## src/sv/framed_stack_macros.svh

```systemverilog
// Assertion macros for the framed stack RTL.
// Needs clk_i and rst_ni in the scope of each use.
`ifndef FRAMED_STACK_MACROS_SVH
`define FRAMED_STACK_MACROS_SVH
`ifndef SYNTHESIS
// Plain property, checked on every rising clock edge outside reset.
`define FS_ASSERT(lbl, prop, msg) \
  lbl: assert property (@(posedge clk_i) disable iff (!rst_ni) (prop)) else $error(msg);
// Implication: when ante holds, cons must hold in the same cycle.
`define FS_ASSERT_IMP(lbl, ante, cons, msg) \
  lbl: assert property (@(posedge clk_i) disable iff (!rst_ni) (ante) |-> (cons)) \
    else $error(msg);
// Implication: when ante holds, cons must hold in the next cycle.
`define FS_ASSERT_NXT(lbl, ante, cons, msg) \
  lbl: assert property (@(posedge clk_i) disable iff (!rst_ni) (ante) |=> (cons)) \
    else $error(msg);
`else
`define FS_ASSERT(lbl, prop, msg)
`define FS_ASSERT_IMP(lbl, ante, cons, msg)
`define FS_ASSERT_NXT(lbl, ante, cons, msg)
`endif
`endif

```

## src/sv/fs_pkg.sv

```systemverilog
// Package for the framed stack: opcodes, status codes, beat structs, FSM states.
// No dependencies.
package fs_pkg;

  localparam int StackDepthDef = 64;
  localparam int FrameDepthDef = 16;

  typedef enum logic [1:0] {
    OP_PUSH  = 2'd0,
    OP_POP   = 2'd1,
    OP_OPEN  = 2'd2,
    OP_CLOSE = 2'd3
  } op_e;

  typedef enum logic [2:0] {
    ST_OK          = 3'd0,
    ST_STACK_FULL  = 3'd1,
    ST_UNDERFLOW   = 3'd2,
    ST_FRAMES_FULL = 3'd3,
    ST_NO_FRAME    = 3'd4
  } status_e;

  typedef struct packed {
    op_e         opcode;
    logic [31:0] push_value;
  } in_t;

  typedef struct packed {
    logic [31:0] pop_value;
    status_e     status;
  } out_t;

  typedef enum logic {
    S_IDLE = 1'b0,
    S_EXEC = 1'b1
  } fsm_e;

endpackage

```

## src/sv/fs_ram.sv

```systemverilog
// Generic single-write, single-read synchronous RAM with registered read data.
// No dependencies.
module fs_ram #(
  parameter int WIDTH = 32,
  parameter int DEPTH = 64
) (
  input  logic                                     clk_i,
  input  logic                                     we_i,
  input  logic [((DEPTH > 1) ? $clog2(DEPTH) : 1)-1:0] waddr_i,
  input  logic [WIDTH-1:0]                         wdata_i,
  input  logic                                     re_i,
  input  logic [((DEPTH > 1) ? $clog2(DEPTH) : 1)-1:0] raddr_i,
  output logic [WIDTH-1:0]                         rdata_o
);

  logic [WIDTH-1:0] mem_q [DEPTH];

  always_ff @(posedge clk_i) begin
    if (we_i) begin
      mem_q[waddr_i] <= wdata_i;
    end
    if (re_i) begin
      rdata_o <= mem_q[raddr_i];
    end
  end

endmodule

```

## src/sv/framed_stack.sv

```systemverilog
// Framed stack top level: control FSM, pointers and the two storage RAMs.
// Depends on fs_pkg, fs_ram and framed_stack_macros.svh.
//
// Usage
// - Input channel in_valid_i / in_stall_o carries one operation per beat
//   (push, pop, open frame, close frame) with the word to push.
// - Output channel out_valid_o / out_stall_i returns exactly one beat per
//   operation: the popped word (zero unless a pop) and a status code.
// - Each operation is accepted in S_IDLE: the accepting edge issues the read to
//   the word RAM or the frame RAM. In S_EXEC the update is applied and the
//   output register loaded. No new operation is accepted while one is in
//   S_EXEC, as the read data of those RAMs is registered. The result is valid
//   once the output register has been loaded at the end of S_EXEC.
// - The next beat is taken as soon as the update is done, even while the
//   output register is still full provided it drains on that same edge.
// - If the receiver stalls, the result holds in the output register and
//   in_stall_o stays high until it has been taken.
// - Reset empties the stack, closes all frames and clears the fill mark, so
//   that words never written read as zero. No clearing pass is needed; the
//   block is ready as soon as reset is released.
// - Saved frame pointers live in their own RAM and are read on every close;
//   the data is used only when a frame is open, after an open has written it.
`include "framed_stack_macros.svh"

module framed_stack
  import fs_pkg::*;
#(
  parameter int STACK_DEPTH = StackDepthDef,
  parameter int FRAME_DEPTH = FrameDepthDef
) (
  input  logic clk_i,
  input  logic rst_ni,
  input  logic in_valid_i,
  output logic in_stall_o,
  input  in_t  in_i,
  output logic out_valid_o,
  input  logic out_stall_i,
  output out_t out_o
);

  // pointer width holds 0..STACK_DEPTH, address width indexes the word RAM
  localparam int PTR_W  = $clog2(STACK_DEPTH + 1);
  localparam int ADDR_W = (STACK_DEPTH > 1) ? $clog2(STACK_DEPTH) : 1;
  localparam int LVL_W  = $clog2(FRAME_DEPTH);
  localparam int FRM_W  = 2 * PTR_W;

  fsm_e state_q, state_d;

  op_e              op_q;
  logic [31:0]      word_q;
  logic [PTR_W-1:0] rd_idx_q;      // slot the pop reads
  logic [PTR_W-1:0] top_q, top_d;
  logic [PTR_W-1:0] bot_q, bot_d;
  logic [PTR_W-1:0] hwm_q, hwm_d;  // slots below this have been written
  logic [LVL_W-1:0] lvl_q, lvl_d;
  logic             out_valid_q, out_valid_d;
  out_t             out_q, out_d;

  logic             accept;
  logic [PTR_W-1:0] pop_idx;

  // word RAM ports
  logic              st_we;
  logic [ADDR_W-1:0] st_waddr;
  logic [31:0]       st_rdata;
  logic              st_re;

  // frame RAM ports: {saved top, saved bottom}
  logic              fr_we;
  logic [LVL_W-1:0]  fr_raddr;
  logic [FRM_W-1:0]  fr_rdata;
  logic              fr_re;

  // ---------------------------------------------------------------------------
  // Input handshake and read issue
  // ---------------------------------------------------------------------------
  assign in_stall_o = (state_q != S_IDLE) || (out_valid_q && out_stall_i);
  assign accept     = in_valid_i && !in_stall_o;

  // underflowing pop reads the top slot itself, a good pop reads the one below
  assign pop_idx  = (top_q <= bot_q) ? top_q : top_q - PTR_W'(1);
  assign st_re    = accept && (in_i.opcode == OP_POP);
  assign fr_re    = accept && (in_i.opcode == OP_CLOSE);
  assign fr_raddr = lvl_q - LVL_W'(1);

  fs_ram #(
    .WIDTH (32),
    .DEPTH (STACK_DEPTH)
  ) u_words (
    .clk_i   (clk_i),
    .we_i    (st_we),
    .waddr_i (st_waddr),
    .wdata_i (word_q),
    .re_i    (st_re),
    .raddr_i (pop_idx[ADDR_W-1:0]),
    .rdata_o (st_rdata)
  );

  fs_ram #(
    .WIDTH (FRM_W),
    .DEPTH (FRAME_DEPTH)
  ) u_frames (
    .clk_i   (clk_i),
    .we_i    (fr_we),
    .waddr_i (lvl_q),
    .wdata_i ({top_q, bot_q}),
    .re_i    (fr_re),
    .raddr_i (fr_raddr),
    .rdata_o (fr_rdata)
  );

  // ---------------------------------------------------------------------------
  // FSM next state
  // ---------------------------------------------------------------------------
  always_comb begin
    state_d = state_q;
    unique case (state_q)
      S_IDLE: begin
        if (accept) state_d = S_EXEC;
      end
      S_EXEC: begin
        state_d = S_IDLE;
      end
      default: state_d = S_IDLE;
    endcase
  end

  // ---------------------------------------------------------------------------
  // FSM outputs: pointer update, RAM writes and result
  // ---------------------------------------------------------------------------
  always_comb begin
    top_d       = top_q;
    bot_d       = bot_q;
    hwm_d       = hwm_q;
    lvl_d       = lvl_q;
    st_we       = 1'b0;
    st_waddr    = top_q[ADDR_W-1:0];
    fr_we       = 1'b0;
    out_d       = out_q;
    out_valid_d = out_valid_q && out_stall_i;

    unique case (state_q)
      S_IDLE: begin
      end
      S_EXEC: begin
        out_valid_d     = 1'b1;
        out_d.pop_value = '0;
        out_d.status    = ST_OK;
        unique case (op_q)
          OP_PUSH: begin
            if (top_q == PTR_W'(STACK_DEPTH)) begin
              out_d.status = ST_STACK_FULL;
            end else begin
              st_we = 1'b1;
              top_d = top_q + PTR_W'(1);
              // top never exceeds the mark, so only equality raises it
              if (top_q == hwm_q) hwm_d = top_q + PTR_W'(1);
            end
          end
          OP_POP: begin
            if (top_q <= bot_q) begin
              out_d.status = ST_UNDERFLOW;
            end else begin
              top_d = top_q - PTR_W'(1);
            end
            // slots never written read as zero, as the word RAM itself is not reset
            out_d.pop_value = (rd_idx_q < hwm_q) ? st_rdata : '0;
          end
          OP_OPEN: begin
            if (lvl_q == LVL_W'(FRAME_DEPTH - 1)) begin
              out_d.status = ST_FRAMES_FULL;
            end else begin
              fr_we = 1'b1;
              lvl_d = lvl_q + LVL_W'(1);
              bot_d = top_q;
            end
          end
          OP_CLOSE: begin
            if (lvl_q == '0) begin
              out_d.status = ST_NO_FRAME;
            end else begin
              lvl_d = lvl_q - LVL_W'(1);
              top_d = fr_rdata[FRM_W-1:PTR_W];
              bot_d = fr_rdata[PTR_W-1:0];
            end
          end
          default: begin
          end
        endcase
      end
      default: begin
      end
    endcase
  end

  // ---------------------------------------------------------------------------
  // Registers
  // ---------------------------------------------------------------------------
  always_ff @(posedge clk_i or negedge rst_ni) begin
    if (!rst_ni) begin
      state_q     <= S_IDLE;
      top_q       <= '0;
      bot_q       <= '0;
      hwm_q       <= '0;
      lvl_q       <= '0;
      out_valid_q <= 1'b0;
    end else begin
      state_q     <= state_d;
      top_q       <= top_d;
      bot_q       <= bot_d;
      hwm_q       <= hwm_d;
      lvl_q       <= lvl_d;
      out_valid_q <= out_valid_d;
    end
  end

  // beat payload, read index and result register, no reset
  always_ff @(posedge clk_i) begin
    if (accept) begin
      op_q     <= in_i.opcode;
      word_q   <= in_i.push_value;
      rd_idx_q <= pop_idx;
    end
    out_q <= out_d;
  end

  assign out_valid_o = out_valid_q;
  assign out_o       = out_q;

  // ---------------------------------------------------------------------------
  // Assertions
  // ---------------------------------------------------------------------------
  `FS_ASSERT(a_top_range, top_q <= PTR_W'(STACK_DEPTH), "top beyond stack depth")
  `FS_ASSERT(a_bot_le_top, bot_q <= top_q, "frame bottom above top")
  `FS_ASSERT(a_top_le_hwm, top_q <= hwm_q, "top above fill mark")
  `FS_ASSERT(a_lvl_range, lvl_q <= LVL_W'(FRAME_DEPTH - 1), "too many frames open")
  `FS_ASSERT_IMP(a_exec_out_free, state_q == S_EXEC, !out_valid_q, "result register busy")
  `FS_ASSERT_NXT(a_accept_exec, accept, state_q == S_EXEC, "accepted beat not executed")

endmodule
```

## config.mk

```make
export PLATFORM = sky130hd
export DESIGN_NAME = framed_stack
export DESIGN_NICKNAME = d
export VERILOG_FILES = /design/src/sv/fs_pkg.sv /design/src/sv/fs_ram.sv /design/src/sv/framed_stack.sv
export VERILOG_INCLUDE_DIRS = /design/src /design/src/sv
export SDC_FILE = /design/constraint.sdc
export NUM_CORES = 2
export LEC_CHECK = 0
export ABC_CLOCK_PERIOD_IN_PS = 10800
export BUFFER_PORTS_ARGS = -buffer_cell sky130_fd_sc_hd__buf_2
export CAP_MARGIN = 20
export CORE_MARGIN = 1
export CORE_UTILIZATION = 48
export DETAILED_ROUTE_END_ITERATION = 8
export MAX_ROUTING_LAYER = met4
export SKIP_LAST_GASP = 1
export SYNTH_ARGS = -nofsm -noshare
export SYNTH_HDL_FRONTEND = slang
export SYNTH_SLANG_ARGS = --single-unit
```

## constraint.sdc

```tcl
create_clock -name clk_i -period 10.8 [get_ports clk_i]
set_input_delay 0.54 -clock clk_i [delete_from_list [all_inputs] [get_ports clk_i]]
set_output_delay 0.54 -clock clk_i [all_outputs]
set_load 0.03 [all_outputs]
```

# Word level (Yosys, flattened, before mapping)

Memory sizes are Yosys's and may differ from the RTL's. A register that Yosys moved wholly into a read port is not among the register bits.
Cells that the tools add are included.

Add/subtract/negate cells: 4
$lt $le $gt $ge: 2
Equal/unequal tests: 11
Muxes and demuxes: 28
Bitwise operators: 2
Reductions and logical operators: 14

Operators with widths:

| kind                  | count |
|---|---|
| $mux W7               | 5 |
| $pmux W7 S3           | 1 |
| $pmux W7 S2           | 1 |
| $mux W1               | 13 |
| $pmux W3 S4           | 1 |
| $reduce_and A4 Y1     | 3 |
| $mux W4               | 2 |
| $pmux W4 S2           | 1 |
| $add A7 B1 Y7 const B | 1 |
| $eq A7 B7 Y1          | 1 |
| $eq A7 B7 Y1 const B  | 1 |
| $le A7 B7 Y1          | 1 |
| $lt A7 B7 Y1          | 1 |
| $sub A7 B1 Y7 const B | 1 |
| $eq A2 B2 Y1 const B  | 3 |
| $ne A2 B2 Y1 const B  | 3 |
| $add A4 B1 Y4 const B | 1 |
| $eq A2 B1 Y1 const B  | 2 |
| $eq A4 B4 Y1 const B  | 1 |
| $logic_and A1 B1 Y1   | 4 |
| $logic_not A4 Y1      | 1 |
| $mux W2               | 2 |
| $sub A4 B1 Y4 const B | 1 |
| $mux W3               | 1 |
| other kinds (8)       | 9 |

Register bits after elaboration: 103
Bits in writable memories: 2,272
Output and inout port bits: 37
Word-level logic and storage cells: 74
Memories: 2

Memory list:

| name           | words | width | rd ports | clocked after memory_dff | wr ports | line         | RTL |
|---|---|---|---|---|---|---|---|
| u_words.mem_q  | 64    | 32    | 1        | 1                        | 1        | fs_ram.sv:16 | `logic [WIDTH-1:0] mem_q [DEPTH];` |
| u_frames.mem_q | 16    | 14    | 1        | 1                        | 1        | fs_ram.sv:16 |  |

# Logic depth before layout (Yosys ltp)

Word-level depth: 6
Mapped depth: 23

# Cells and area by module

A second synthesis with hierarchy kept.

Cells, all modules: 4,082
Area total of the unflattened synthesis: 92,453.7 µm²

Modules (own cells, without submodules):

| module            | instances | cells each | area each (µm²) | seq. area each (µm²) |
|---|---|---|---|---|
| fs_ram (u_words)  | 1         | 3,324      | 78,835.6        | 62,459.9 |
| fs_ram (u_frames) | 1         | 379        | 8,903.5         | 7,146.9 |
| framed_stack      | 1         | 379        | 4,714.5         | 2,957.8 |

# Least setup slack after synthesis

OpenSTA, ideal clock, no wires.

Path kind: flip-flop to flip-flop
Start point: register top_q[0]
End point: memory u_words.mem_q[8][0] (enable)
Library setup time: 0.501 ns
Data arrival time: 5.995 ns
Data required time: 10.299 ns
Slack: 4.304 ns
Stages on the path, launching flop included: 14
Clock period less this slack: 6.496 ns
Path through: dfrtp_1 > buf_2 > inv_1 > buf_2 > clkbuf_1 > buf_1 > clkbuf_1 > buf_1 > ha_1 > a31oi_1 > and3b_1 > clkbuf_1 > nand2_1 > nor4_1

Cells in the longest elaborated chain, start to end: 6

RTL lines:

| element                       | line                | RTL |
|---|---|---|
| from (decl)                   | framed_stack.sv:52  | `logic [PTR_W-1:0] top_q, top_d;` |
| from (signal assigned)        | framed_stack.sv:209 | `top_q <= top_d;` |
| $eq A7 B7 Y1                  | framed_stack.sv:151 | `if (top_q == PTR_W'(STACK_DEPTH)) begin` |
| $mux W1                       | framed_stack.sv:151 |  |
| $mux W1                       | framed_stack.sv:149 | `unique case (op_q)` |
| $mux W1                       | framed_stack.sv:142 | `unique case (state_q)` |
| $mux W1                       | fs_ram.sv:19        | `if (we_i) begin` |
| $mux W1 (not written as such) | fs_ram.sv:20        | `mem_q[waddr_i] <= wdata_i;` |
| to (decl)                     | fs_ram.sv:16        |  |

Several ways; a longest one is shown, not always the timed one.

# Final worst setup path

Start point: register top_q[0]
End point: register u_words.rdata_o[13] (read register of u_words.mem_q), data pin

Cells in the longest elaborated chain, start to end: 2
Elaborated cells on any way between the ends: 3
Those cells by class: add/sub: 1; order compare: 1; mux: 1

RTL lines:

| element                                       | line               | RTL |
|---|---|---|
| $sub A7 B1 Y7 or $le A7 B7 Y1 (tied branches) | framed_stack.sv:81 | `assign pop_idx = (top_q <= bot_q) ? top_q : top_q - PTR_W'(1);` |
| $mux W7 (*)                                   | -                  |  |
| to (decl)                                     | fs_ram.sv:13       | `output logic [WIDTH-1:0] rdata_o` |

Mark *: on every way between the ends. The rest lies on a longest branch, timed or not.
A chain may end at the register's enable or synchronous reset.

==> out/metrics.csv <==
metric,value,unit
synth_area_leader_cell,edfxtp_1,
setup-tns-final,0,ns
synth_flop_cell,edfxtp_1,
synth-compound-area-share,0.110,
synth-edff-count,2394,
drt-wirelength-per-cell,31.2,um
root_buffer,clkbuf_16,
syn_area,113000,um2
clkSinkCount,2421,
r2r_start,top_q[0],
crit_path_end,u_words.rdata_o[13],
hold_viol,0,
nFillCells,18900,
area_growth,11.5,%
routabilityCongestion,0.852,
max_slew_margin,0.192,
pre_cts_slack,4.80,ns
muxShareOfSynthArea,0.160,
setup_violations,0,
synth_cells,7847,
path_class,reg -> reg,
clkLatencyLatePin,0.97,ns
final_common_cell,edfxtp_1,
grt_pass1_vias,71400,
start_util,0.482,
rows,178,
layout_min_cycle_time,6.17,ns
status,"finished, final reports clean",
synth.area.top_cells,"edfxtp_1, mux2i_1, mux4_2, a211oi_1, o22ai_1",
yosysUniqueCellTypes,79,
reg2reg_depth,13,
grt_max_degree,140,
first_pass_iters,6,
drt_iter0_markers,9274,
grt-ovfl-total,0,
startpoint,top_q[0],
ios,75,
hp-class,in -> async,
yosys.area.top_type_share,0.634,
synth_fa_ha_area_frac,0.00232,
synthXorXnorAreaFrac,0.00230,
crit_fanout,84,
cts_buffers,281,
die_w,488,um
rsz0062_at_grt,no,
min_period_over_period,0.571,
synth_seq_cells,2421,
synth_top_family_by_area,multiplexers,
layout-drive-gt1-share,0.140,
path_clk_slew,0.06,ns
drc,0,
synthSimpleGateAreaFrac,0.0576,
die_h,488,um
synth.avg_cell_area,14.4,um2
cp.arrival,6.93,ns
antenna_found_initial,31,
yosysSeqAreaShare,0.640,
max_freq,162,MHz
cts_buffer_depth,4,
final_cell_mix,"edfxtp_1, mux2i_1, a211oi_1",
io_buffers,74,
final_nets,7902,
drv_slew,0,
grtUsageTotal,0.298,
place_hpwl,195000,um
cts_setup_buffers,0,
cts_tree,done,
leakage,41.7,nW
vdd_drop_max,0.650,mV
avgViaCountPerCell,6.61,
worst_pin_slew,1.21,ns
max_cap_viol_count,0,
crit_path_start_kind,register,
worst_ep_required_time,11.57,ns
htreeDepth,5,
fin_ws,4.63,ns
reg2reg_slack,4.63,ns
r2r-end,u_words.rdata_o[13],
synth-async-reset-ratio,0.0112,
clock_skew,0.0651,ns
core_region_area,235000,um2
grt_first_pass_wirelength,500000,um
yosys_warnings,0,
ant_nets,0,
vias,73900,
power.density,353,nW/um2
dieArea,238000,um2
postRouteWirelength,349000,um
crit_path_end_kind,register,
==> layout make-up <==
cell class	count	area (um2)	area share
inverters	35	149	0.00118
clock inverters	105	862	0.00682
well taps	3150	3940	0.0312
multi-input cells	4748	38400	0.304
clock buffers	368	7540	0.0596
flip-flops and latches	2421	72600	0.574
diodes	6	15.0	0.000119
repair buffers	356	2830	0.0224
==> what timing repair did <==
| item | 4_1_cts | 5_1_grt |
|---|---|---|
| hold buffers | 37 | 0 |
| hold endpoints to repair | 63 | 0 |
| gates resized for setup | 0 | 0 |
==> layer usage <==
metal  part of all wire  GRT usage  wire, um
met1               0.42      0.411    146000
met2               0.46      0.451    160000
met3              0.092     0.0519     32200
met5                  0          -         0
met4              0.030     0.0909     10600
==> Yosys cell counts (all sizes together) (24+ instances only) <==
| cell | number |
|---|---|
| a211oi | 520 |
| nor2b | 256 |
| and2 | 96 |
| mux2i | 1225 |
| mux2 | 96 |
| nand3 | 67 |
| a21oi | 310 |
| o221ai | 140 |
| nor2 | 288 |
| mux4 | 214 |
| nand2 | 358 |
| a2111oi | 27 |
| nor3 | 141 |
| o31ai | 68 |
| buf | 388 |
| a31oi | 39 |
| a311oi | 42 |
| o22ai | 274 |
| o311ai | 24 |
| clkbuf | 268 |
| o211ai | 56 |
| o21ai | 228 |
| edfxtp | 2394 |
| nand4 | 27 |
| dfrtp | 27 |
| inv | 35 |
==> through the flow <==
stage	instance area [um2]	power (mW)	util	std cells	hold WS (ns)
after global routing	126000	46.5	0.538	11200	0.229
after CTS	126000	44.4	0.537	11200	0.163
after global placement	117000	35.2	0.500	10700	0.513
after floorplan	113000	28.1	-	7860	0.244
final	126000	44.6	0.538	11200	0.196
after detailed placement	118000	35.5	0.500	10700	0.517
==> worst min path at each step <==
stage / from / endpoint / slack (ns) / depth (start not counted)
final: rst_ni / bot_q[6] / 0.20 / 2
after global routing: rst_ni / bot_q[6] / 0.23 / 2
after CTS: rst_ni / bot_q[6] / 0.16 / 2
after detailed placement: hwm_q[6] / hwm_q[6] / 0.52 / 2
after global placement: hwm_q[0] / hwm_q[0] / 0.51 / 2
after floorplan: rst_ni / bot_q[0] / 0.24 / 0
==> cell families (layout without fill, tap and decap cells) <==
| logic type | Yosys count | after routing |
|---|---|---|
| flops | 2421 | 2421 |
| xor+xnor | 25 | 25 |
| buf+inv | 691 | 864 |
| other cells | 1 | 20 |
| mux | 1535 | 1535 |
| fa+ha+maj | 21 | 21 |
| compound gates | 1824 | 1824 |
| simple gates | 1329 | 1329 |
==> flip-flops by register name, summed over array words and instances, names as in the netlist <==
name	count
u_words.mem_q	2048
u_frames.mem_q	224
out_o	35
u_words.rdata_o	32
word_q	32
u_frames.rdata_o	14
bot_q	7
hwm_q	7
rd_idx_q	7
top_q	7
lvl_q	4
op_q	2
out_valid_o	1
state_q	1
==> power by group <==
part	switching (mW)	internal [mW]	leakage [nW]
clock network	3.70	5.22	4.09
registers	0.291	10.8	21.9
logic	16.1	8.46	15.7
total	20.1	24.5	41.7
==> critical path: stages (launching register included) <==
cell and delay [ns]:
dfrtp_4 0.66, inv_8 0.44, ha_1 0.22, and3b_1 0.22
o21ai_4 0.40, a21oi_4 0.18, xnor2_4 0.55, inv_8 0.39
buf_4 0.47, nor2_1 0.95, a221oi_1 0.24, a211oi_1 0.88
nor4_1 0.13, nand3_1 0.16
(Power assumes the default switching activity.)
